===== src/design/cbd_pkg.sv =====
// Shared constants, character codes and helper functions for the chunked body decoder.
package cbd_pkg;

  localparam int BYTE_W          = 8;
  localparam int OUT_COUNT_W     = 32;
  localparam int SIZE_BITS_DEF   = 32;
  localparam int COUNT_BITS_DEF  = 32;
  localparam int HEX_DIGIT_W     = 4;
  localparam int BLANK_CNT_W     = 4;

  localparam logic [BYTE_W-1:0] CH_TAB     = 8'h09;
  localparam logic [BYTE_W-1:0] CH_LF      = 8'h0A;
  localparam logic [BYTE_W-1:0] CH_CR      = 8'h0D;
  localparam logic [BYTE_W-1:0] CH_SPACE   = 8'h20;
  localparam logic [BYTE_W-1:0] CH_SEMI    = 8'h3B;
  localparam logic [BYTE_W-1:0] CH_ZERO    = 8'h30;
  localparam logic [BYTE_W-1:0] CH_NINE    = 8'h39;
  localparam logic [BYTE_W-1:0] CH_UPPER_A = 8'h41;
  localparam logic [BYTE_W-1:0] CH_UPPER_F = 8'h46;
  localparam logic [BYTE_W-1:0] CH_LOWER_A = 8'h61;
  localparam logic [BYTE_W-1:0] CH_LOWER_F = 8'h66;
  localparam logic [BYTE_W-1:0] HEX_TEN    = 8'd10;

  // One decoded result as it sits in the output registers.
  typedef struct packed {
    logic                   payload_valid;
    logic [BYTE_W-1:0]      payload_byte;
    logic                   body_complete;
    logic [OUT_COUNT_W-1:0] body_byte_count;
    logic                   size_overflow;
  } result_t;

  // Blanks that are dropped at the edges of a size field.
  function automatic logic is_blank(input logic [BYTE_W-1:0] c);
    return (c == CH_SPACE) || (c == CH_TAB) || (c == CH_CR);
  endfunction

  // Hex digit value of a character, case-insensitive; anything else is zero.
  function automatic logic [HEX_DIGIT_W-1:0] hex_value(input logic [BYTE_W-1:0] c);
    logic [HEX_DIGIT_W-1:0] d;
    d = '0;
    if (c >= CH_ZERO && c <= CH_NINE) begin
      d = HEX_DIGIT_W'(c - CH_ZERO);
    end else if (c >= CH_LOWER_A && c <= CH_LOWER_F) begin
      d = HEX_DIGIT_W'(c - CH_LOWER_A + HEX_TEN);
    end else if (c >= CH_UPPER_A && c <= CH_UPPER_F) begin
      d = HEX_DIGIT_W'(c - CH_UPPER_A + HEX_TEN);
    end
    return d;
  endfunction

endpackage


===== src/design/cbd_if.sv =====
// Valid/ready channel interfaces for the body byte input and the decoded result output.
interface cbd_in_if;
  import cbd_pkg::*;

  logic              valid;
  logic              ready;
  logic [BYTE_W-1:0] in_byte;

  modport source (output valid, output in_byte, input ready);
  modport sink (input valid, input in_byte, output ready);
endinterface

interface cbd_out_if;
  import cbd_pkg::*;

  logic                   valid;
  logic                   ready;
  logic                   payload_valid;
  logic [BYTE_W-1:0]      payload_byte;
  logic                   body_complete;
  logic [OUT_COUNT_W-1:0] body_byte_count;
  logic                   size_overflow;

  modport source (output valid, output payload_valid, output payload_byte,
                  output body_complete, output body_byte_count, output size_overflow,
                  input ready);
  modport sink (input valid, input payload_valid, input payload_byte,
                input body_complete, input body_byte_count, input size_overflow,
                output ready);
endinterface


===== src/design/chunked_body_decoder.sv =====
// Top level of the HTTP chunked transfer-coding body decoder.
//
// The decoder takes one raw byte of a chunked message body per request on the
// body channel and returns exactly one result per request on the result
// channel, in order. It sustains one byte per clock cycle while body.ready is
// high: the whole parse of a byte (size line digit, chunk data, trailer line or
// done) is a short combinational update of the parser registers, and the
// result is registered into the output buffer when the byte is accepted. A
// two-entry output buffer (result register plus skid register) lets the body
// channel keep taking bytes while a result waits; body.ready only drops when
// both entries are full. Size lines are read as hexadecimal, ignoring case,
// everything from ';' to the end of the line, and blanks (space, tab, CR) at
// the edges of the number; blanks between digits and any other character
// count as zero digits. A size beyond SIZE_BITS saturates at all ones and sets
// the sticky size_overflow flag. After a nonzero size the next that many bytes
// come out with payload_valid set, then bytes up to LF are skipped. A zero
// size starts the trailer, whose header lines are discarded; an empty line
// (CR allowed) ends the body, body_complete rises and every later byte is
// ignored. body_byte_count is the running payload count, wrapping at COUNT_BITS.
module chunked_body_decoder #(
  parameter int SIZE_BITS  = cbd_pkg::SIZE_BITS_DEF,
  parameter int COUNT_BITS = cbd_pkg::COUNT_BITS_DEF
) (
  input logic       clk,
  input logic       rst,
  cbd_in_if.sink    body,
  cbd_out_if.source result
);
  import cbd_pkg::*;

  // Room for a full accumulator shifted by up to sixteen hex digits.
  localparam int WIDE_W  = SIZE_BITS + 64;
  localparam int SHAMT_W = 7;

  typedef enum logic [1:0] {
    PH_SIZE,
    PH_DATA,
    PH_TRAILER,
    PH_DONE
  } phase_t;

  // Parser state.
  phase_t                 phase, phase_next;
  logic [SIZE_BITS-1:0]   size_acc, size_acc_next;
  logic                   seen_ext, seen_ext_next;
  logic                   field_started, field_started_next;
  logic [BLANK_CNT_W-1:0] pending_blanks, pending_blanks_next;
  logic [SIZE_BITS-1:0]   bytes_remaining, bytes_remaining_next;
  logic                   line_has_text, line_has_text_next;
  logic [COUNT_BITS-1:0]  payload_total, payload_total_next;
  logic                   overflow_seen, overflow_seen_next;

  // Output buffer: the result register and a skid register behind it.
  result_t out_q, skid_q, res_next;
  logic    out_valid, skid_valid;

  logic              in_fire, out_fire;
  logic [BYTE_W-1:0] c;
  logic              pv_next;

  // Digit append: the pending interior blanks become zero digits, then the new
  // digit goes in. Any bit shifted past SIZE_BITS means saturation.
  logic [SHAMT_W-1:0] shamt;
  logic [WIDE_W-1:0]  shifted;
  logic               push_ovf;

  assign c        = body.in_byte;
  assign in_fire  = body.valid && body.ready;
  assign out_fire = result.valid && result.ready;
  assign body.ready = !skid_valid;

  assign shamt    = SHAMT_W'({pending_blanks, 2'b00}) + SHAMT_W'(HEX_DIGIT_W);
  assign shifted  = (WIDE_W'(size_acc) << shamt) | WIDE_W'(hex_value(c));
  assign push_ovf = |shifted[WIDE_W-1:SIZE_BITS];

  always_comb begin
    phase_next           = phase;
    size_acc_next        = size_acc;
    seen_ext_next        = seen_ext;
    field_started_next   = field_started;
    pending_blanks_next  = pending_blanks;
    bytes_remaining_next = bytes_remaining;
    line_has_text_next   = line_has_text;
    payload_total_next   = payload_total;
    overflow_seen_next   = overflow_seen;
    pv_next              = 1'b0;

    unique case (phase)
      PH_SIZE: begin
        if (c == CH_LF) begin
          // End of the size line: start the chunk data, or the trailer on zero.
          bytes_remaining_next = size_acc;
          phase_next           = (size_acc == '0) ? PH_TRAILER : PH_DATA;
          line_has_text_next   = 1'b0;
          size_acc_next        = '0;
          seen_ext_next        = 1'b0;
          field_started_next   = 1'b0;
          pending_blanks_next  = '0;
        end else if (seen_ext) begin
          // Inside a chunk extension: nothing counts until LF.
        end else if (c == CH_SEMI) begin
          seen_ext_next = 1'b1;
        end else if (is_blank(c)) begin
          if (field_started && pending_blanks != '1) begin
            pending_blanks_next = pending_blanks + 1'b1;
          end
        end else begin
          field_started_next  = 1'b1;
          pending_blanks_next = '0;
          if (push_ovf) begin
            size_acc_next      = '1;
            overflow_seen_next = 1'b1;
          end else begin
            size_acc_next = shifted[SIZE_BITS-1:0];
          end
        end
      end
      PH_DATA: begin
        if (bytes_remaining != '0) begin
          pv_next              = 1'b1;
          bytes_remaining_next = bytes_remaining - 1'b1;
          payload_total_next   = payload_total + 1'b1;
        end else if (c == CH_LF) begin
          phase_next          = PH_SIZE;
          size_acc_next       = '0;
          seen_ext_next       = 1'b0;
          field_started_next  = 1'b0;
          pending_blanks_next = '0;
        end
      end
      PH_TRAILER: begin
        if (c == CH_LF) begin
          if (!line_has_text) begin
            phase_next = PH_DONE;
          end
          line_has_text_next = 1'b0;
        end else if (c != CH_CR) begin
          line_has_text_next = 1'b1;
        end
      end
      PH_DONE: begin
        // Body complete; bytes are dropped.
      end
      default: begin
      end
    endcase

    res_next.payload_valid   = pv_next;
    res_next.payload_byte    = pv_next ? c : '0;
    res_next.body_complete   = (phase_next == PH_DONE);
    res_next.body_byte_count = OUT_COUNT_W'(payload_total_next);
    res_next.size_overflow   = overflow_seen_next;
  end

  // Parser state and output buffer occupancy.
  always_ff @(posedge clk) begin
    if (rst) begin
      phase           <= PH_SIZE;
      size_acc        <= '0;
      seen_ext        <= 1'b0;
      field_started   <= 1'b0;
      pending_blanks  <= '0;
      bytes_remaining <= '0;
      line_has_text   <= 1'b0;
      payload_total   <= '0;
      overflow_seen   <= 1'b0;
      out_valid       <= 1'b0;
      skid_valid      <= 1'b0;
    end else begin
      if (in_fire) begin
        phase           <= phase_next;
        size_acc        <= size_acc_next;
        seen_ext        <= seen_ext_next;
        field_started   <= field_started_next;
        pending_blanks  <= pending_blanks_next;
        bytes_remaining <= bytes_remaining_next;
        line_has_text   <= line_has_text_next;
        payload_total   <= payload_total_next;
        overflow_seen   <= overflow_seen_next;
      end
      if (in_fire) begin
        if (out_valid && !result.ready) begin
          skid_valid <= 1'b1;
        end else begin
          out_valid <= 1'b1;
        end
      end else if (out_fire) begin
        if (skid_valid) begin
          skid_valid <= 1'b0;
        end else begin
          out_valid <= 1'b0;
        end
      end
    end
  end

  // Result payload registers; the valid flags above say when they mean something.
  always_ff @(posedge clk) begin
    if (in_fire) begin
      if (out_valid && !result.ready) begin
        skid_q <= res_next;
      end else begin
        out_q <= res_next;
      end
    end else if (out_fire && skid_valid) begin
      out_q <= skid_q;
    end
  end

  assign result.valid           = out_valid;
  assign result.payload_valid   = out_q.payload_valid;
  assign result.payload_byte    = out_q.payload_byte;
  assign result.body_complete   = out_q.body_complete;
  assign result.body_byte_count = out_q.body_byte_count;
  assign result.size_overflow   = out_q.size_overflow;

  // The skid register is only ever filled behind a waiting result.
  a_skid_behind_out: assert property (@(posedge clk) disable iff (rst)
    skid_valid |-> out_valid)
    else $error("skid register holds a result while the result register is empty");

  // Once the body is done the parser never leaves that phase.
  a_done_sticky: assert property (@(posedge clk) disable iff (rst)
    (phase == PH_DONE) |=> (phase == PH_DONE))
    else $error("parser left the done phase");

  // A payload byte is never reported together with the end of the body.
  a_no_payload_when_done: assert property (@(posedge clk) disable iff (rst)
    out_valid |-> !(out_q.payload_valid && out_q.body_complete))
    else $error("payload byte flagged after the body completed");

  // Every accepted chunk data byte advances the payload count by one.
  a_count_steps: assert property (@(posedge clk) disable iff (rst)
    (in_fire && phase == PH_DATA && bytes_remaining != '0) |=>
      (payload_total == COUNT_BITS'($past(payload_total) + 1'b1)))
    else $error("payload count did not advance on a data byte");

endmodule

===== src/flat_wrapper.sv =====
// flat-port wrapper written by rule: the top's interface ports become plain ports
module chunked_body_decoder_flat import cbd_pkg::*;
#(
  parameter int SIZE_BITS  = cbd_pkg::SIZE_BITS_DEF,
  parameter int COUNT_BITS = cbd_pkg::COUNT_BITS_DEF
)
  (clk, rst, body_valid, body_in_byte, body_ready, result_valid, result_payload_valid, result_payload_byte, result_body_complete, result_body_byte_count, result_size_overflow, result_ready);
  cbd_in_if body_i ();
  cbd_out_if result_i ();
  input logic clk;
  input logic rst;
  input wire logic [$bits(body_i.valid)-1:0] body_valid;
  input wire logic [$bits(body_i.in_byte)-1:0] body_in_byte;
  output wire logic [$bits(body_i.ready)-1:0] body_ready;
  output wire logic [$bits(result_i.valid)-1:0] result_valid;
  output wire logic [$bits(result_i.payload_valid)-1:0] result_payload_valid;
  output wire logic [$bits(result_i.payload_byte)-1:0] result_payload_byte;
  output wire logic [$bits(result_i.body_complete)-1:0] result_body_complete;
  output wire logic [$bits(result_i.body_byte_count)-1:0] result_body_byte_count;
  output wire logic [$bits(result_i.size_overflow)-1:0] result_size_overflow;
  input wire logic [$bits(result_i.ready)-1:0] result_ready;
  assign body_i.valid = body_valid;
  assign body_i.in_byte = body_in_byte;
  assign body_ready = body_i.ready;
  assign result_valid = result_i.valid;
  assign result_payload_valid = result_i.payload_valid;
  assign result_payload_byte = result_i.payload_byte;
  assign result_body_complete = result_i.body_complete;
  assign result_body_byte_count = result_i.body_byte_count;
  assign result_size_overflow = result_i.size_overflow;
  assign result_i.ready = result_ready;
  chunked_body_decoder #(.SIZE_BITS(SIZE_BITS), .COUNT_BITS(COUNT_BITS)) u_core (.clk(clk), .rst(rst), .body(body_i), .result(result_i));
endmodule

===== config.mk =====
export PLATFORM = sky130hd
export DESIGN_NAME = chunked_body_decoder_flat
export DESIGN_NICKNAME = d
export VERILOG_FILES = /design/src/design/cbd_pkg.sv /design/src/design/cbd_if.sv /design/src/design/chunked_body_decoder.sv /design/src/flat_wrapper.sv
export SDC_FILE = /design/constraint.sdc
export NUM_CORES = 1
export LEC_CHECK = 0
export BUFFER_PORTS_ARGS = -buffer_cell sky130_fd_sc_hd__buf_2
export CAP_MARGIN = 40
export CELL_PAD_IN_SITES_DETAIL_PLACEMENT = 0
export CELL_PAD_IN_SITES_GLOBAL_PLACEMENT = 1
export CORE_ASPECT_RATIO = 0.5
export CORE_MARGIN = 2
export CORE_UTILIZATION = 45
export DETAILED_ROUTE_END_ITERATION = 16
export PLACE_DENSITY_LB_ADDON = 0.1
export SYNTH_ARGS = -nofsm -noshare
export SYNTH_HDL_FRONTEND = slang
export SYNTH_SLANG_ARGS = --single-unit

===== constraint.sdc =====
create_clock -name clk -period 5.4 [get_ports clk]
set_clock_uncertainty 0.05 [all_clocks]
set_input_delay 0.81 -clock clk [delete_from_list [all_inputs] [get_ports clk]]
set_output_delay 0.81 -clock clk [all_outputs]
set_load 0.01 [all_outputs]

Yosys cells after proc, flatten, opt, wreduce, memory -nomap -nowiden
Cells that the tools add are included.
- input bits: 12
- logic and storage cells: 153
- register bits: 194
- output and inout port bits: 45
- $lt $le $gt $ge: 6
- add/sub/neg operators: 9
- multiplexer cells: 64
- bitwise gates (word level): 1
- reductions and logical operators: 29
- shifts and indexed selects: 1
- equality and inequality tests: 22
- operators by type and width (cell ; number):
    $mux 32 ; 11
    $mux 43 ; 3
    $pmux 32 s2 ; 2
    $or 96x4->96 ; 1
    $shl 32x7->96 ; 1
    $reduce_or 64->1 ; 1
    $mux 4 ; 10
    $add 32x1->32 const B ; 1
    $logic_not 32->1 ; 1
    $reduce_bool 32->1 ; 1
    $sub 32x1->32 const B ; 1
    $mux 1 ; 26
    $eq 8x4->1 const B ; 3
    $eq 8x6->1 const B ; 2
    $ge 8x7->1 const B ; 2
    $le 8x7->1 const B ; 2
    $reduce_and 7->1 ; 2
    $mux 2 ; 6
    $reduce_and 4->1 ; 3
    $sub 4x1->4 const B ; 3
    $add 4x4->4 const B ; 2
    $ge 8x6->1 const B ; 1
    $le 8x6->1 const B ; 1
    $logic_and 1x1->1 ; 8
    22 further kinds ; 38

Logic depth before layout (Yosys ltp)
- depth after elaboration: 15
- mapped depth: 12

Worst setup path after synthesis
Ideal clock, no wire load.
- path kind: input to register
- start: input body_valid
- end: register u_core.out_q (netlist bit u_core.result.body_byte_count[0]), enable pin
- setup time: 0.458 ns
- data required time: 4.892 ns
- cell stages on the path: 5
- setup slack: 1.275 ns
- arrival: 3.617 ns
- buffers on the path: 2
- cell sequence: nor2b_1 -> clkbuf_1 -> clkbuf_1 -> a21oi_1 -> a21oi_1
- word-level cells in the longest chain between the ends: 3
- ends and longest elaborated chain (what ; line ; source):
    start: declaration ; flat_wrapper.sv:12 ; input wire logic [$bits(body_i.valid)-1:0] body_valid;
    $logic_and 1x1->1 * ; chunked_body_decoder.sv:68 ; assign in_fire = body.valid && body.ready;
    $ne 2x2->1 (no line) or $reduce_bool 2->1 (tied branches) ; n/a ;
    $reduce_and 2->1 (no line) * ; n/a ;
    end signal: assignment ; chunked_body_decoder.sv:203 ; out_q <= res_next;
    end signal: assignment ; chunked_body_decoder.sv:206 ; out_q <= skid_q;
    end: declaration ; chunked_body_decoder.sv:54 ; result_t out_q, skid_q, res_next;
Mark *: on every way between the ends. The rest lies on a longest branch, timed or not.
A chain may end at the register's enable or synchronous reset.

Worst setup path in the final report
- start: register u_core.pending_blanks[1]
- end: register u_core.out_q (netlist bit u_core.result.size_overflow) (data pin)
- word-level cells in the longest chain between the ends: 12
- ends and longest elaborated chain (what ; line ; source):
    start: declaration ; chunked_body_decoder.sv:47 ; logic [BLANK_CNT_W-1:0] pending_blanks, pending_blanks_next;
    start signal: assignment ; chunked_body_decoder.sv:175 ; pending_blanks <= pending_blanks_next;
    $add 6x3->7 ; chunked_body_decoder.sv:72 ; assign shamt = SHAMT_W'({pending_blanks, 2'b00}) + SHAMT_W'(HEX_DIGIT_W);
    $shl 32x7->96 ; chunked_body_decoder.sv:73 ; assign shifted = (WIDE_W'(size_acc) << shamt) | WIDE_W'(hex_value(c));
    $or 96x4->96 ; chunked_body_decoder.sv:73 ;
    $reduce_or 64->1 ; chunked_body_decoder.sv:74 ; assign push_ovf = |shifted[WIDE_W-1:SIZE_BITS];
    $mux 1 ; chunked_body_decoder.sv:110 ; if (push_ovf) begin
    $mux 1 ; chunked_body_decoder.sv:103 ; end else if (is_blank(c)) begin
    $mux 1 ; chunked_body_decoder.sv:101 ; end else if (c == CH_SEMI) begin
    $mux 1 ; chunked_body_decoder.sv:99 ; end else if (seen_ext) begin
    $mux 1 ; chunked_body_decoder.sv:90 ; if (c == CH_LF) begin
    $mux 1 ; chunked_body_decoder.sv:88 ; unique case (phase)
    $mux 43 ; chunked_body_decoder.sv:200 ; if (out_valid && !result.ready) begin
    $mux 43 ; chunked_body_decoder.sv:199 ; if (in_fire) begin
Every way passes these cells. The select of a mux whose other input is x is not followed.

==> summary.txt <==
Type of the worst min-delay path - reg -> reg
CTS root buf - clkbuf_16
Outcome - finished, final reports clean
Initial Util - 45.4%
Period Utilization, post-route - 70.3%
Post-CTS sizing - 0
CTS tree - yes
CP arrival - 3.94 ns
Yosys warns - 0
Syn_nets - 1,171
GRT Util Overall - 23.5%
R2R depth - 10
Antenna violations before repair - 0
Synth top area cells - edfxtp_1 (24%), dfxtp_1 (20%), a21oi_1 (5.8%)
Antenna Violating Nets Remaining - 0
Post-place setup slack - 1.59 ns
Vias in the first global route - 8,312
RR Endpoint - u_core.result.size_overflow$_DFFE_PP_
H-tree Lvls - 4
CTS clk-pin slew, worst paths - 0.07 ns
Final Net Count - 1,176
Final Instance Count excl. Fillers - 1,485
Worst hold stages - 2
Kind of critical path - reg -> reg
Setup crit start kind - flop
Hold Crit Start - u_core.bytes_remaining[25]$_SDFFE_PP0P_
Clk sinks - 194
Max-slew violations - 0
I/O pin count - 57
Area Growth Syn to Fin - 10.5%
First-pass GRT wire length - 46.7 mm
Max cap viols - 0
Longest Clk Path Bufs - 2
Overall Power - 4.39 mW
Initial DRC count - 692
Post-synth top flop - dfxtp_1
Vias - 8,835
Post-layout util - 50.2%
Share of cells above drive strength 1 - 16.6%
Mapped cell area - 10,800 um2
Largest net degree at the start of global routing - 74
Synth Area per Inst - 9.37 um2
Total congestion overflow - 0
Clock Latency Late Sink - 0.45 ns
DRT Pass-1 Iters - 5
Core footprint - 23,800 um2
DIE AREA - 25,300 um2
Leakage power - 4.22 nW
Tmin final - 3.79 ns
Endpoints failing setup - 0
Dpl hpwl - 19.4 mm
Fin Setup TNS - 0 ns
Reg-to-Reg Start - u_core.pending_blanks[1]$_SDFFE_PP0P_
CTS Buf Count - 17
Worst slew pin tran - 0.918 ns
Hold EP - u_core.bytes_remaining[25]$_SDFFE_PP0P_
Mapped Cells - 1,152
Synth area leader - edfxtp_1
Ys async rst share - 0%
Hold_buf cts - 0
CP Capture Type - flop
Share of the synthesized area in the top cell type - 23.9%
Final WL - 28.9 mm
RSZ-0062 raised after global routing - false
# diodes - 0
CP Max Fanout - 20
EDFF count, synth - 86
Die width - 223 um
Remaining DRCs - 0
Fill cell count - 2,219
FP Rows - 40
Vias per inst - 5.95
Die Ht - 114 um
Sequential area share after synthesis - 43.9%
Yosys reg bits - 194
Post-CTS Setup Bufs - 0
Input/output buffers - 56
Final worst setup slack - 1.61 ns
Max Freq - 264 MHz
WL/cell - 19.5 um
Final Hold Viols - 0
Gpl congestion - 0.872
Post-synthesis cell type count - 69
Worst Path Required - 5.55 ns
Inst Count DP - 1,453
Maximum VDD drop - 0.179 mV
Reg2reg setup slack - 1.61 ns
Max_slew headroom - 38.3%
Power per cell area - 368 nW/um2
==> cells by family (layout without fill, tap and decap cells) <==
family,Yosys count,after routing,share of synthesized area (%)
simple gates,415,415,18.7
compound gates,290,290,17.2
flops,194,194,43.9
buf+inv,112,130,4.31
mux,70,70,9.85
xor+xnor,63,63,5.11
fa+ha+maj,8,8,0.916
==> how the worst max path moves through the flow <==
| stage | cells after the start | slack, ns | from | to |
|---|---|---|---|---|
| after global routing | 9 | 1.39 | u_core.pending_blanks[1]$_SDFFE_PP0P_ | u_core.result.size_overflow$_DFFE_PP_ |
| final | 10 | 1.61 | u_core.pending_blanks[1]$_SDFFE_PP0P_ | u_core.result.size_overflow$_DFFE_PP_ |
| after global placement | 10 | 1.63 | u_core.pending_blanks[1]$_SDFFE_PP0P_ | u_core.result.size_overflow$_DFFE_PP_ |
| after CTS | 10 | 1.60 | u_core.pending_blanks[1]$_SDFFE_PP0P_ | u_core.result.size_overflow$_DFFE_PP_ |
| after floorplan | 5 | 1.27 | body_valid | u_core.result.body_byte_count[0]$_DFFE_PP_ |
| after detailed placement | 11 | 1.59 | body_in_byte[0] | u_core.size_acc[2]$_SDFFE_PP0P_ |
==> metrics by stage <==
stage                     instance area, um2  hold WS, ns
after floorplan                        10800        0.394
after global placement                 11300        0.409
after detailed placement               11300        0.418
after CTS                              11900        0.431
after global routing                   11900        0.452
final                                  11900        0.429
==> registers in the layout (all words and copies together), names as in the netlist <==
register	count
u_core.result.size_overflow	1
u_core.overflow_seen	1
u_core.result.body_byte_count	32
u_core.result.payload_byte	8
u_core.result.valid	1
u_core.skid_q	43
u_core.result.body_complete	1
u_core.result.payload_valid	1
u_core.pending_blanks	4
u_core.line_has_text	1
u_core.payload_total	32
u_core.bytes_remaining	32
u_core.phase	2
u_core.skid_valid	1
u_core.seen_ext	1
u_core.field_started	1
u_core.size_acc	32
==> report_power, final <==
part / total, mW / internal [mW] / switching, mW
sequential: 1.88 / 1.64 / 0.233
combinational: 1.15 / 0.503 / 0.644
clock: 1.37 / 0.745 / 0.621
total: 4.39 / 2.89 / 1.50
==> area by class of cell <==
| type | count | area (um2) | area share, % |
|---|---|---|---|
| repair buffers | 79 | 468 | 3.92 |
| flip-flops and latches | 194 | 4750 | 39.8 |
| clock inverters | 14 | 198 | 1.66 |
| well taps | 315 | 394 | 3.30 |
| clock buffers | 18 | 429 | 3.60 |
| inverters | 19 | 71.3 | 0.598 |
| multi-input cells | 846 | 5630 | 47.1 |
==> routing by layer <==
layer	vias to the layer above	global-route usage [%]	routed length, um
li1	4283	-	-
met5	-	0	0
met3	30	4.15	1330
met2	222	36.6	13000
met4	0	6.67	417
met1	4300	33.6	14200
==> cells in the mapped netlist (18+ instances only) <==
cell type / count
a211oi_1: 42
edfxtp_1: 86
nand2_1: 119
a21oi_1: 125
xnor2_1: 36
nand4_1: 23
dfxtp_1: 108
nor3_1: 37
xor2_1: 27
inv_1: 18
o21ai_0: 43
nor2_1: 105
clkbuf_1: 73
nand3_1: 35
mux2_2: 38
mux4_2: 20
==> placed cells by master, fill, tap and decap left out, types with 27 or more instances in the layout <==
master,n
a21oi_1,124
nand2_1,119
dfxtp_1,107
nor2_1,104
edfxtp_1,86
buf_2,56
o21ai_0,43
a211oi_1,42
mux2_2,38
nor3_1,37
nand3_1,35
xnor2_1,35
xor2_1,27
==> worst max-delay path: stages, from the launching register on <==
cell and delay [ns]:
dfxtp_1 0.37, ha_1 0.59, buf_4 0.28, mux4_2 0.54
nor4_1 0.20, nand4_1 0.18, o21ba_1 0.22, maj3_2 0.32
a2111oi_4 0.30, buf_4 0.36, o22ai_2 0.13
Note: power is estimated with default switching activity, not from simulation.
